**config.mk**
```make
export PLATFORM = sky130hd
export DESIGN_NAME = tle_ctrl
export DESIGN_NICKNAME = d
export VERILOG_FILES = /design/src/sv/tle_pkg.sv /design/src/sv/tle_ctrl.sv
export SDC_FILE = /design/constraint.sdc
export NUM_CORES = 1
export LEC_CHECK = 0
export ABC_AREA = 1
export BUFFER_PORTS_ARGS = -buffer_cell sky130_fd_sc_hd__clkbuf_2
export CORE_AREA = 2 2 46 48
export CTS_BUF_LIST = sky130_fd_sc_hd__clkbuf_8 sky130_fd_sc_hd__clkbuf_16
export CTS_CLUSTER_SIZE = 25
export DETAILED_ROUTE_END_ITERATION = 6
export DIE_AREA = 0 0 48 50
export PLACE_DENSITY = 0.92
export SLEW_MARGIN = 30
export SYNTH_ARGS = -nofsm -noshare
export SYNTH_HDL_FRONTEND = slang
export SYNTH_SLANG_ARGS = --single-unit
```
**constraint.sdc**
```tcl
create_clock -name clk -period 4.1 [get_ports clk]
set_input_delay 0.205 -clock clk [delete_from_list [all_inputs] [get_ports clk]]
set_output_delay 0.205 -clock clk [all_outputs]
set_load 0.05 [all_outputs]
```
**src/sv/tle_pkg.sv**
```systemverilog
// Types, register map and command codes of the tricorn escape-time engine.
// No dependencies; used by every module of the block.
`default_nettype none

package tle_pkg;

	localparam int FRAC_BITS_DEF = 24;
	localparam int CFG_AW        = 5;

	localparam logic signed [31:0] P_RE_RST     = 32'sd8388608;
	localparam logic signed [31:0] P_IM_RST     = 32'sd0;
	localparam logic signed [31:0] PHASE_RST    = 32'sd0;
	localparam logic [30:0]        EPS_RST      = 31'd83886;
	localparam logic [15:0]        MAX_ITER_RST = 16'd10000;

	typedef enum logic [2:0] {
		REG_P_RE     = 3'd0,
		REG_P_IM     = 3'd1,
		REG_PHASE    = 3'd2,
		REG_EPS      = 3'd3,
		REG_MAX_ITER = 3'd4
	} reg_idx_t;

	typedef struct packed {
		logic              action;
		logic signed [31:0] z_re;
		logic signed [31:0] z_im;
	} item_t;

	typedef struct packed {
		logic              escaped;
		logic [16:0]       count;
		logic signed [31:0] z_re_out;
		logic signed [31:0] z_im_out;
	} result_t;

	typedef struct packed {
		logic signed [31:0] p_re;
		logic signed [31:0] p_im;
		logic signed [31:0] phase;
		logic [30:0]        eps;
		logic [15:0]        max_iter;
	} cfg_t;

	typedef enum logic [5:0] {
		OP_NOP,
		OP_LOAD,
		OP_SU_A, OP_SU_B, OP_SU_C, OP_SU_D, OP_SU_E,
		OP_IT_A, OP_IT_B, OP_IT_C, OP_IT_D, OP_IT_E, OP_IT_F, OP_IT_G,
		OP_IT_H, OP_IT_I, OP_IT_J, OP_IT_K, OP_IT_L, OP_IT_M, OP_IT_N,
		OP_RC_A, OP_RC_B, OP_RC_C, OP_RC_SRE, OP_RC_SIM,
		OP_LV_A, OP_LV_B, OP_LV_C, OP_LV_D, OP_LV_E, OP_LV_F,
		OP_FIN,
		OP_COMMIT,
		OP_OUT
	} op_t;

	typedef struct packed {
		op_t  op;
		logic div_start;
		logic div_im;
	} cmd_t;

	typedef struct packed {
		logic div_busy;
		logic esc_hit;
		logic limit;
		logic cap;
		logic step;
	} stat_t;

endpackage

`default_nettype wire

```
**src/sv/tle_ctrl.sv**
```systemverilog
// Controller: sequences setup, iteration, capture map and result beat.
// Depends on tle_pkg; drives tle_dp through cmd_t and reads stat_t.
`default_nettype none

module tle_ctrl
	import tle_pkg::*;
(
	input  logic  clk,
	input  logic  arst_n,
	input  logic  item_valid,
	output logic  item_ready,
	output logic  result_valid,
	input  logic  result_ready,
	input  stat_t stat,
	output cmd_t  cmd
);

	typedef enum logic [5:0] {
		ST_IDLE,
		ST_SU_A, ST_SU_B, ST_SU_C, ST_SU_D, ST_SU_E,
		ST_IT_A, ST_IT_B, ST_IT_C, ST_IT_D, ST_IT_E, ST_IT_F, ST_IT_G,
		ST_IT_H, ST_IT_I, ST_IT_J, ST_IT_K, ST_IT_L, ST_IT_M, ST_IT_N,
		ST_RC_A, ST_RC_B, ST_RC_C, ST_DRE, ST_WRE, ST_SRE, ST_DIM, ST_WIM, ST_SIM,
		ST_LV_A, ST_LV_B, ST_LV_C, ST_LV_D, ST_LV_E, ST_LV_F,
		ST_FIN, ST_COMMIT, ST_OUT
	} state_t;

	state_t state_q;
	logic   valid_q, rsel_q, slot_free;

	assign item_ready   = (state_q == ST_IDLE);
	assign result_valid = valid_q;
	assign slot_free    = !valid_q || result_ready;

	always_comb begin
		cmd.div_start = 1'b0;
		cmd.div_im    = 1'b0;
		unique case (state_q)
			ST_IDLE:   cmd.op = item_valid ? OP_LOAD : OP_NOP;
			ST_SU_A:   cmd.op = OP_SU_A;
			ST_SU_B:   cmd.op = OP_SU_B;
			ST_SU_C:   cmd.op = OP_SU_C;
			ST_SU_D:   cmd.op = OP_SU_D;
			ST_SU_E:   cmd.op = OP_SU_E;
			ST_IT_A:   cmd.op = OP_IT_A;
			ST_IT_B:   cmd.op = OP_IT_B;
			ST_IT_C:   cmd.op = OP_IT_C;
			ST_IT_D:   cmd.op = OP_IT_D;
			ST_IT_E:   cmd.op = OP_IT_E;
			ST_IT_F:   cmd.op = OP_IT_F;
			ST_IT_G:   cmd.op = OP_IT_G;
			ST_IT_H:   cmd.op = OP_IT_H;
			ST_IT_I:   cmd.op = OP_IT_I;
			ST_IT_J:   cmd.op = OP_IT_J;
			ST_IT_K:   cmd.op = OP_IT_K;
			ST_IT_L:   cmd.op = OP_IT_L;
			ST_IT_M:   cmd.op = OP_IT_M;
			ST_IT_N:   cmd.op = OP_IT_N;
			ST_RC_A:   cmd.op = OP_RC_A;
			ST_RC_B:   cmd.op = OP_RC_B;
			ST_RC_C:   cmd.op = OP_RC_C;
			ST_DRE: begin
				cmd.op        = OP_NOP;
				cmd.div_start = 1'b1;
			end
			ST_WRE:    cmd.op = OP_NOP;
			ST_SRE:    cmd.op = OP_RC_SRE;
			ST_DIM: begin
				cmd.op        = OP_NOP;
				cmd.div_start = 1'b1;
				cmd.div_im    = 1'b1;
			end
			ST_WIM:    cmd.op = OP_NOP;
			ST_SIM:    cmd.op = OP_RC_SIM;
			ST_LV_A:   cmd.op = OP_LV_A;
			ST_LV_B:   cmd.op = OP_LV_B;
			ST_LV_C:   cmd.op = OP_LV_C;
			ST_LV_D:   cmd.op = OP_LV_D;
			ST_LV_E:   cmd.op = OP_LV_E;
			ST_LV_F:   cmd.op = OP_LV_F;
			ST_FIN:    cmd.op = OP_FIN;
			ST_COMMIT: cmd.op = OP_COMMIT;
			ST_OUT:    cmd.op = slot_free ? OP_OUT : OP_NOP;
			default:   cmd.op = OP_NOP;
		endcase
	end

	always_ff @(posedge clk or negedge arst_n) begin
		if (!arst_n) begin
			state_q <= ST_IDLE;
			valid_q <= 1'b0;
			rsel_q  <= 1'b0;
		end else begin
			if (state_q == ST_OUT && slot_free)
				valid_q <= 1'b1;
			else if (result_ready)
				valid_q <= 1'b0;
			unique case (state_q)
				ST_IDLE:   if (item_valid) state_q <= ST_SU_A;
				ST_SU_A:   state_q <= ST_SU_B;
				ST_SU_B:   state_q <= ST_SU_C;
				ST_SU_C:   state_q <= ST_SU_D;
				ST_SU_D:   state_q <= ST_SU_E;
				ST_SU_E:   state_q <= ST_IT_A;
				ST_IT_A:   state_q <= ST_IT_B;
				ST_IT_B:   state_q <= ST_IT_C;
				ST_IT_C:   state_q <= ST_IT_D;
				ST_IT_D: begin
					if (!stat.step && (stat.limit || stat.esc_hit))
						state_q <= ST_OUT;
					else
						state_q <= ST_IT_E;
				end
				ST_IT_E:   state_q <= ST_IT_F;
				ST_IT_F:   state_q <= ST_IT_G;
				ST_IT_G:   state_q <= ST_IT_H;
				ST_IT_H:   state_q <= ST_IT_I;
				ST_IT_I:   state_q <= ST_IT_J;
				ST_IT_J:   state_q <= ST_IT_K;
				ST_IT_K:   state_q <= ST_IT_L;
				ST_IT_L:   state_q <= ST_IT_M;
				ST_IT_M:   state_q <= ST_IT_N;
				ST_IT_N: begin
					rsel_q  <= 1'b0;
					state_q <= stat.cap ? ST_RC_A : ST_COMMIT;
				end
				ST_RC_A:   state_q <= ST_RC_B;
				ST_RC_B:   state_q <= ST_RC_C;
				ST_RC_C:   state_q <= ST_DRE;
				ST_DRE:    state_q <= ST_WRE;
				ST_WRE:    if (!stat.div_busy) state_q <= ST_SRE;
				ST_SRE:    state_q <= ST_DIM;
				ST_DIM:    state_q <= ST_WIM;
				ST_WIM:    if (!stat.div_busy) state_q <= ST_SIM;
				ST_SIM:    state_q <= rsel_q ? ST_FIN : ST_LV_A;
				ST_LV_A:   state_q <= ST_LV_B;
				ST_LV_B:   state_q <= ST_LV_C;
				ST_LV_C:   state_q <= ST_LV_D;
				ST_LV_D:   state_q <= ST_LV_E;
				ST_LV_E:   state_q <= ST_LV_F;
				ST_LV_F: begin
					rsel_q  <= 1'b1;
					state_q <= ST_RC_A;
				end
				ST_FIN:    state_q <= ST_COMMIT;
				ST_COMMIT: state_q <= stat.step ? ST_OUT : ST_IT_A;
				ST_OUT:    if (slot_free) state_q <= ST_IDLE;
				default:   state_q <= ST_IDLE;
			endcase
		end
	end

endmodule

`default_nettype wire

```
# Word level (Yosys, flattened, before mapping)
# Index checks and enable logic that the tools add are counted.
# W data, S select, Z words.
[op_classes] eq_ne=41 n_mux=17 n_reduce_logical=11
[op_table] op="$pmux W6 S38" count=1
[op_table] op="$pmux W6 S34" count=1
[op_table] op="$eq A6 B5 Y1 const B" count=16
[op_table] op="$mux W6" count=9
[op_table] op="$eq A6 B4 Y1 const B" count=8
[op_table] op="$eq A6 B6 Y1 const B" count=6
[op_table] op="$eq A6 B3 Y1 const B" count=4
[op_table] op="$eq A6 B2 Y1 const B" count=2
[op_table] op="$ne A2 B2 Y1 const B" count=4
[op_table] op="$eq A6 B1 Y1 const B" count=1
[op_table] op="$logic_not A6 Y1" count=1
[op_table] op="$mux W1" count=5
[op_table] op="$reduce_and A4 Y1" count=1
[op_table] op="$reduce_bool A2 Y1" count=2
[op_table] op="$logic_and A1 B1 Y1" count=2
[op_table] op="$logic_not A1 Y1" count=2
[op_table] op="$logic_or A1 B1 Y1" count=2
[op_table] op="$pmux W1 S2" count=1
[op_table] op="$reduce_or A2 Y1" count=1
[word_totals] reg_bits=8 in_bits=9 output_inout_bits=10 wordCells=72

# Logic depth before layout (Yosys ltp)
# Gate-level depths: netlist (run 1).
[logic_depth] ltp_word=4 ltp_mapped=11 depth_no_buf=10

# Worst setup path after synthesis (run 1)
# Ideal clock, no wire load.
[synth_path] path_kind="flip-flop to output port" start="register state_q[3]" end="output port cmd[2] (netlist name)" t_arrival_ps=1760 t_required_ps=3895 setup_slack_ps=2135 stages_incl_launch_ff=7 n_path_buf=0 path_cell_list="dfrtp_1 nor2_1 nand3_1 inv_1 a21oi_1 and3_1 nand2_1"
[synth_rtl] element="start, declared" line="tle_ctrl.sv:28" rtl="state_t state_q;"
[synth_rtl] element="start signal, assigned" line="tle_ctrl.sv:125" rtl="state_q <= stat.cap ? ST_RC_A : ST_COMMIT;"
[synth_rtl] element="end, declared" line="tle_ctrl.sv:15" rtl="output cmd_t cmd"

==> out/results.tsv, run 1 <==
stage	metric	value	unit
global_routing	grt_antenna_before_repair	0	
setup_path	crit_fanout	5	
setup_path	cp-start-kind	flop	
synthesis	synth_flop_cell	dfrtp_1	
sta	finalHoldViolations	0	
setup_path	critPathMostFrequentCell	nand2_1	
setup_path	max_stage_delay	450	ps
sta	tightest_slew	558	ps
detailed_routing	postRouteAntennaNets	0	
power_and_ir_drop	pwr-share-clk	9.8	%
power_and_ir_drop	comb_power_share	75.1	%
global_routing	grt_usage	33.2	%
clocking	clkTransAtPathRegs	50	ps
synthesis	synth_most_common_cell	nand2_1	
synthesis	yosys.area_share.adder	0	%
setup_path	r2r_cells	7	
detailed_routing	drtIter0Drc	116	
detailed_routing	drtPass1Iterations	6	
outcome	status	complete, no violations	
floorplanning	start_util	57.9	%
synthesis	netlist_top_cells_count	85 x nand2_1, 32 x nor2_1, 20 x nand3_1	
final_layout	final_core_util	66.4	%
final_layout	syn2layout_area_growth	14.7	%
clocking	clkLatencyLatePin	240	ps
synthesis	yosysTopAreaCellShare	29.0	%
clocking	clockBufferDepth	2	
power_and_ir_drop	power.density	805	nW/um^2
worst_hold_path	hp-start	result_ready	
sta	report.final.slew_viol_count	0	
sta	setup_tns	0	ps
power_and_ir_drop	seqPwrFrac	15.0	%
synthesis	synth_cells	210	
clocking	cts_root_buf	clkbuf_8	
power_and_ir_drop	irDropWorstVdd	0.473	mV
synthesis	synthDistinctLibCells	24	
synthesis	syn-cell-area	1100	um^2
setup_path	cp.required	3890	ps
placement	place_area	1210	um^2
setup_path	r2r_end	state_q[2]	
detailed_routing	drt_wl_total	3.55	mm
sta	rsz0062_at_grt	false	
final_layout	drive_gt1_share	17.0	%
power_and_ir_drop	power.internal	0.000364	W
synthesis	synth_nets	219	
clocking	cts_buffers	3	
synthesis	ys_seq_elements	8	
sta	min_period	2230	ps
synthesis	synth_area_per_cell	5.24	um^2
placement	dp.cells	253	
synthesis	synth_edf_count	0	
synthesis	synthXorXnorAreaFrac	0	%
sta	skew	7.82	ps
detailed_routing	vias	1469	
synthesis	synth_top_family_by_area	simple AND/OR/NAND/NOR gates	
setup_path	worstPathArrival	2030	ps
final_layout	final_area	1260	um^2
floorplanning	die_w	48	um
global_routing	grt_max_degree	21	
power_and_ir_drop	switching_share	64.2	%
global_routing	grt_overflow_total	0	
worst_hold_path	worst_hold_path.endpoint	result_valid	
power_and_ir_drop	p_switching	0.000652	W
synthesis	synth_compound_area_share	7.39	%
synthesis	yosysWarningCount	0	
clocking	cts.sink_count	8	
placement	io_buffers	18	
global_routing	grt_pass1_vias	1270	
synthesis	yosysTopAreaCell	nand2_1	
synthesis	synth-async-reset-ratio	100	%
sta	relSlewSlack	62.8	%
synthesis	yosysSeqAreaShare	18.2	%
setup_path	worstSetupPathType	flop to primary output	
floorplanning	top_level_ports	19	
floorplanning	die_h	50	um
detailed_routing	drcViolationCount	0	
sta	fin_crit_sh	54.4	%
worst_hold_path	worstHoldPathCells	4	
setup_path	r2r_slack	2450	ps
synthesis	synthMuxAreaShare	0	%
setup_path	rr_startpoint	state_q[5]	
floorplanning	rows	16	
floorplanning	core_area	1900	um^2
setup_path	cp-end-kind	primary output	
sta	max_freq	0.448	GHz
detailed_routing	routedWlPerCell	13.8	um
clocking	htree_levels	1	
setup_path	worstPathCellList	inv_1 > nand2_1 > nor2_1 > nand2_1 > nand2_1 > nor3b_2 > nand4_1 > clkbuf_2	
detailed_routing	post_drt_via_cell_ratio	5.72	
worst_hold_path	hold_class	primary input to flop	
final_layout	nets	241	
global_routing	grt_pass1_wl	5.68	mm
synthesis	synth_area_leaders	nand2_1 29%, dfrtp_1 18%, nor2_1 11%	
synthesis	synth_simple_gate_area_share	64.4	%
power_and_ir_drop	leakage	0.783	nW
sta	setup_viol	0	
setup_path	critPathSlowestCell	dfrtp_1	
clocking	postCtsSetupBuffers	0	
placement	gp_congestion	1.01	
placement	dp_hpwl	2.78	mm
flow_run	max-cap-violations	0	
floorplanning	die_area	2400	um^2
final_layout	fin_cells	257	
final_layout	n_antenna_cell	0	
clocking	cts_tree	built	
final_layout	n_fill_cell	177	
## power groups by stage
stage | Sequential [W] | Clock, W | Combinational [W]
3_3_place_gp | 0.000149 | 0 | 0.000752
5_1_grt | 0.000156 | 0.000103 | 0.000825
2_1_floorplan | 0.000143 | 0 | 0.000597
6_report | 0.000153 | 0.000100 | 0.000764
4_1_cts | 0.000150 | 0.000100 | 0.000753
3_5_place_dp | 0.000150 | 0 | 0.000750
## sequential cells by signal (all words and copies together) (netlist names)
register,flops
result_valid,1
state_q,6
rsel_q,1
## stage by stage
step / hold slack (ps) / setup slack [ps] / power, W
2_1_floorplan: -90.6 / 2140 / 0.000740
3_3_place_gp: 50.5 / 1980 / 0.000901
3_5_place_dp: 55.1 / 1910 / 0.000900
4_1_cts: 242 / 1660 / 0.00100
5_1_grt: 284 / 1740 / 0.00108
6_report: 241 / 1870 / 0.00102
## what timing repair did
item,CTS,global route
hold buffers,1,0
gates resized for setup,0,0
hold endpoints to repair,8,0
## final cells by class
cell class | count | area [um^2] | area share (%)
clock buffer | 3 | 41.3 | 3.27
tap | 27 | 33.8 | 2.68
inverter | 23 | 86.3 | 6.84
timing repair buffer | 20 | 108 | 8.52
multi-input combinational | 176 | 793 | 62.8
sequential | 8 | 200 | 15.9
## cell families (layout without fill, tap and decap cells)
logic type | Yosys count | after routing
AO/OA/AOI/OAI | 14 | 14
buffers and inverters | 26 | 46
flip-flops | 8 | 8
AND/OR/NAND/NOR | 162 | 162
## how the worst max path moves through the flow
stage | slack, ps | depth (start not counted) | to | from
floorplan | 2140 | 6 | cmd[2] | state_q[3]
global placement | 1980 | 7 | cmd[2] | state_q[5]
detailed placement | 1910 | 7 | cmd[2] | state_q[5]
CTS | 1660 | 7 | cmd[2] | state_q[5]
global route | 1740 | 7 | cmd[2] | state_q[5]
finish | 1870 | 8 | cmd[6] | state_q[3]
## placed cells by master (no fill, tap or decap), drive strengths merged
cell	n
dlygate4sd3	1
nand3b	2
nand2	88
o21ai	7
and3	1
clkbuf	21
nor3b	2
dfrtp	8
o211ai	2
a21oi	4
nand4	6
nor2	38
nor3	5
nand3	20
inv	23
a21boi	1
buf	1
## critical path: cells and delay by family, from the launching register on
kind | cells | cell delay (ps)
buf+inv | 2 | 440
flops | 1 | 450
simple gates | 6 | 900
## layer usage
| layer | up-vias | track usage (%) | wire (um) |
|---|---|---|---|
| li1 | 720 | - | - |
| met1 | 616 | 45.6 | 1390 |
| met2 | 113 | 53.1 | 1680 |
| met3 | 20 | 4.03 | 381 |
| met4 | 0 | 9.01 | 102 |
| met5 | - | 0 | 0 |
Note: power is estimated with default switching activity, not from simulation.
==> run 2, diff against run 1 <==
--- a/config.mk
+++ b/config.mk
@@ -5,14 +5,14 @@
 export SDC_FILE = /design/constraint.sdc
 export NUM_CORES = 1
 export LEC_CHECK = 0
-export ABC_AREA = 1
+export ABC_AREA = 0
 export BUFFER_PORTS_ARGS = -buffer_cell sky130_fd_sc_hd__clkbuf_2
-export CORE_AREA = 2 2 46 48
+export CORE_AREA = 2 2 49 51
 export CTS_BUF_LIST = sky130_fd_sc_hd__clkbuf_8 sky130_fd_sc_hd__clkbuf_16
 export CTS_CLUSTER_SIZE = 25
 export DETAILED_ROUTE_END_ITERATION = 6
-export DIE_AREA = 0 0 48 50
-export PLACE_DENSITY = 0.92
+export DIE_AREA = 0 0 51 53
+export PLACE_DENSITY = 0.86
 export SLEW_MARGIN = 30
 export SYNTH_ARGS = -nofsm -noshare
 export SYNTH_HDL_FRONTEND = slang
==> constraint.sdc (replaced) <==
create_clock -name clk -period 2.3 [get_ports clk]
set_input_delay 0.115 -clock clk [delete_from_list [all_inputs] [get_ports clk]]
set_output_delay 0.115 -clock clk [all_outputs]
set_load 0.05 [all_outputs]
==> run 2 against run 1 <==
  * Synthesized area is 4.9% higher
  * Worst setup slack worse by 1800 ps
  * Clock skew is 4.5 ps lower
  * Sequential power grew to 2.6 times the previous value
  * Flip-flop and latch count stayed put
  * Final cell count is 25% lower
  * Register-to-register slack worse by 2100 ps
  * Highest routed layer unchanged
==> out/results.tsv, run 2 <==
stage	metric	value	unit	change
outcome	status	complete, no violations		
worst_hold_path	worstHoldPathCells	3		-1
synthesis	synth-async-reset-ratio	100	%	unchanged
power_and_ir_drop	leakage	0.518	nW	-34%
sta	finalHoldViolations	0		unchanged
floorplanning	top_level_ports	19		unchanged
placement	gp_congestion	0.901		-11%
clocking	postCtsSetupBuffers	0		unchanged
final_layout	largest_register_ffs	6		unchanged
global_routing	grt_usage	27.1	%	-6.1 points
final_layout	final_area	1260	um^2	-0.50%
global_routing	grt_antenna_before_repair	0		unchanged
detailed_routing	drtIter0Drc	66		-43%
synthesis	synth_cells	151		-28%
sta	min_period	2200	ps	
floorplanning	die_area	2700	um^2	+13%
sta	setup_slack	101	ps	-1770 ps
global_routing	grt_pass1_vias	1164		-8.3%
synthesis	synth_area_per_cell	7.65	um^2	+46%
synthesis	synth_flop_cell	dfrtp_1		
synthesis	synthDistinctLibCells	56		+130%
synthesis	ys_seq_elements	8		unchanged
worst_hold_path	hold_class	primary input to flop		
final_layout	layout_commonest_cell	clkbuf_2		
detailed_routing	drt_wl_total	3.27	mm	-7.7%
sta	skew	3.30	ps	-4.52 ps
synthesis	yosysWarningCount	0		unchanged
sta	fin_crit_sh	95.6	%	
floorplanning	start_util	53.8	%	-4.1 points
synthesis	netlist_top_cells_count	15 x a21oi_1, 10 x nand2_1, 10 x nor2_1, 10 x o21ai_0		
setup_path	cp-end-kind	primary output		
global_routing	grt_max_degree	25		+19%
power_and_ir_drop	power.density	1560	nW/um^2	+94%
setup_path	setup.worst_path.start	state_q[3]		
placement	io_buffers	18		unchanged
setup_path	crit_fanout	21		+16
setup_path	worstSetupPathType	flop to primary output		
final_layout	n_fill_cell	192		+8.5%
final_layout	n_antenna_cell	0		unchanged
synthesis	syn-cell-area	1150	um^2	+4.9%
detailed_routing	postRouteAntennaNets	0		unchanged
detailed_routing	vias	1269		-14%
detailed_routing	routedWlPerCell	17.1	um	+24%
sta	tightest_slew	644	ps	+86.6 ps
setup_path	cp.required	2180	ps	-1710 ps
clocking	htree_levels	1		unchanged
setup_path	r2r_end	state_q[1]		
detailed_routing	drtPass1Iterations	5		-1
placement	place_area	1200	um^2	-0.72%
final_layout	final_cell_mix	18 x clkbuf_2, 15 x a21oi_1, 10 x nand2_1, 10 x o21ai_0, 9 x nor2_1		
flow_run	max-cap-violations	0		unchanged
final_layout	nets	175		-27%
worst_hold_path	hp-start	stat[0]		
floorplanning	rows	17		+1
final_layout	largest-register	state_q		
synthesis	yosysSeqAreaShare	17.3	%	-0.85 points
sta	relSlewSlack	57.0	%	-5.7 points
synthesis	synth_most_common_cell	a21oi_1		
setup_path	rr_startpoint	state_q[3]		
power_and_ir_drop	power	0.00196	W	+93%
synthesis	yosysTopAreaCell	dfrtp_1		
sta	report.final.slew_viol_count	0		unchanged
clocking	cts_root_buf	clkbuf_8		
clocking	clkLatencyLatePin	240	ps	about the same
clocking	cts_buffers	3		unchanged
floorplanning	core_area	2150	um^2	+13%
floorplanning	die_w	51	um	+6.3%
clocking	clockBufferDepth	2		unchanged
clocking	cts_tree	built		
clocking	cts.sink_count	8		unchanged
clocking	clkTransAtPathRegs	50	ps	about the same
setup_path	worstPathArrival	2080	ps	+50 ps
synthesis	synth_area_leaders	dfrtp_1 17%, buf_6 7.8%, a21oi_1 6.5%		
setup_path	r2r_slack	360	ps	-2090 ps
synthesis	synth_edf_count	0		unchanged
detailed_routing	post_drt_via_cell_ratio	6.61		+16%
final_layout	syn2layout_area_growth	8.78	%	
global_routing	grt_pass1_wl	5.45	mm	-4.0%
synthesis	yosysTopAreaCellShare	17.3	%	-12 points
setup_path	r2r_cells	4		-3
power_and_ir_drop	irDropWorstVdd	0.874	mV	+85%
global_routing	grt_overflow_total	0		unchanged
setup_path	crit_end	cmd[5]		
sta	rsz0062_at_grt	false		
sta	setup_viol	0		unchanged
synthesis	synth_nets	160		-27%
floorplanning	die_h	53	um	+6.0%
sta	max_freq	0.455	GHz	
setup_path	cp-start-kind	flop		
final_layout	drive_gt1_share	28.0	%	+11 points
placement	pre_cts_ws	370	ps	-1540 ps
detailed_routing	drcViolationCount	0		unchanged
placement	dp_hpwl	2.23	mm	-20%
## run 2: changes by cell type after synthesis, moves of 6 or more
cell / change
inv_1: -12
nand2_1: -75
nand3_1: -17
a31oi_1: +6
a21oi_1: +11
buf_6: +7
nor2_1: -22
## run 2: cell families after synthesis
| family | Yosys count | synth area share [%] |
|---|---|---|
| and+or+nand+nor | 60 | 33.8 |
| AOI/OAI and AO/OA | 59 | 33.0 |
| buffers and inverters | 21 | 13.3 |
| DFF | 8 | 17.3 |
| xor gates and xnor gates | 2 | 1.52 |
| muxes | 1 | 0.975 |
## run 2: power by group
| part | switching (W) | internal [W] |
|---|---|---|
| Sequential | 0.000211 | 0.000190 |
| Clock | 0.0000694 | 0.000115 |
| Combinational | 0.000873 | 0.000503 |
## run 2: worst min path at each step
stage	end	slack [ps]
floorplan	result_valid	-180
global placement	state_q[0]	-20
detailed placement	state_q[0]	-20
CTS	state_q[5]	200
global route	state_q[5]	230
finish	state_q[5]	210
## run 2: layout make-up
class | count | area, um^2 | share of cell area, %
sequential | 8 | 203 | 16.1
tap | 28 | 35.0 | 2.79
timing repair buffer | 25 | 145 | 11.6
inverter | 6 | 22.5 | 1.79
clock buffer | 3 | 41.3 | 3.29
multi-input combinational | 122 | 810 | 64.4
## run 2: through the flow
stage	std cells	setup TNS [ps]	hold WS [ps]	util, %
detailed placement	188	0	-20.0	55.9
global route	192	0	228	58.5
finish	192	0	212	58.5
CTS	192	0	204	58.2
global placement	188	0	-24.7	55.9
floorplan	151	-43.7	-181	-
## run 2: metal layers
layer / vias to the layer above / GRT usage, % / wire (um)
li1: 596 / - / -
met3: 9 / 5.93 / 326
met1: 574 / 32.8 / 1290
met2: 90 / 44.8 / 1590
met4: 0 / 14.4 / 71
met5: - / 0 / 0
## run 2: critical path, stage by stage (launching register included)
cell and delay [ps]:
dfrtp_1 750, nor2b_4 350, a21oi_1 80, o22a_1 200
o221ai_1 160, clkbuf_2 300
## run 2: repair_timing
| action | CTS | global route |
|---|---|---|
| setup endpoints to repair | 0 | 2 |
| hold endpoints to repair | 8 | 0 |
| gates resized for setup | 0 | 3 |
| hold buffers | 1 | 0 |
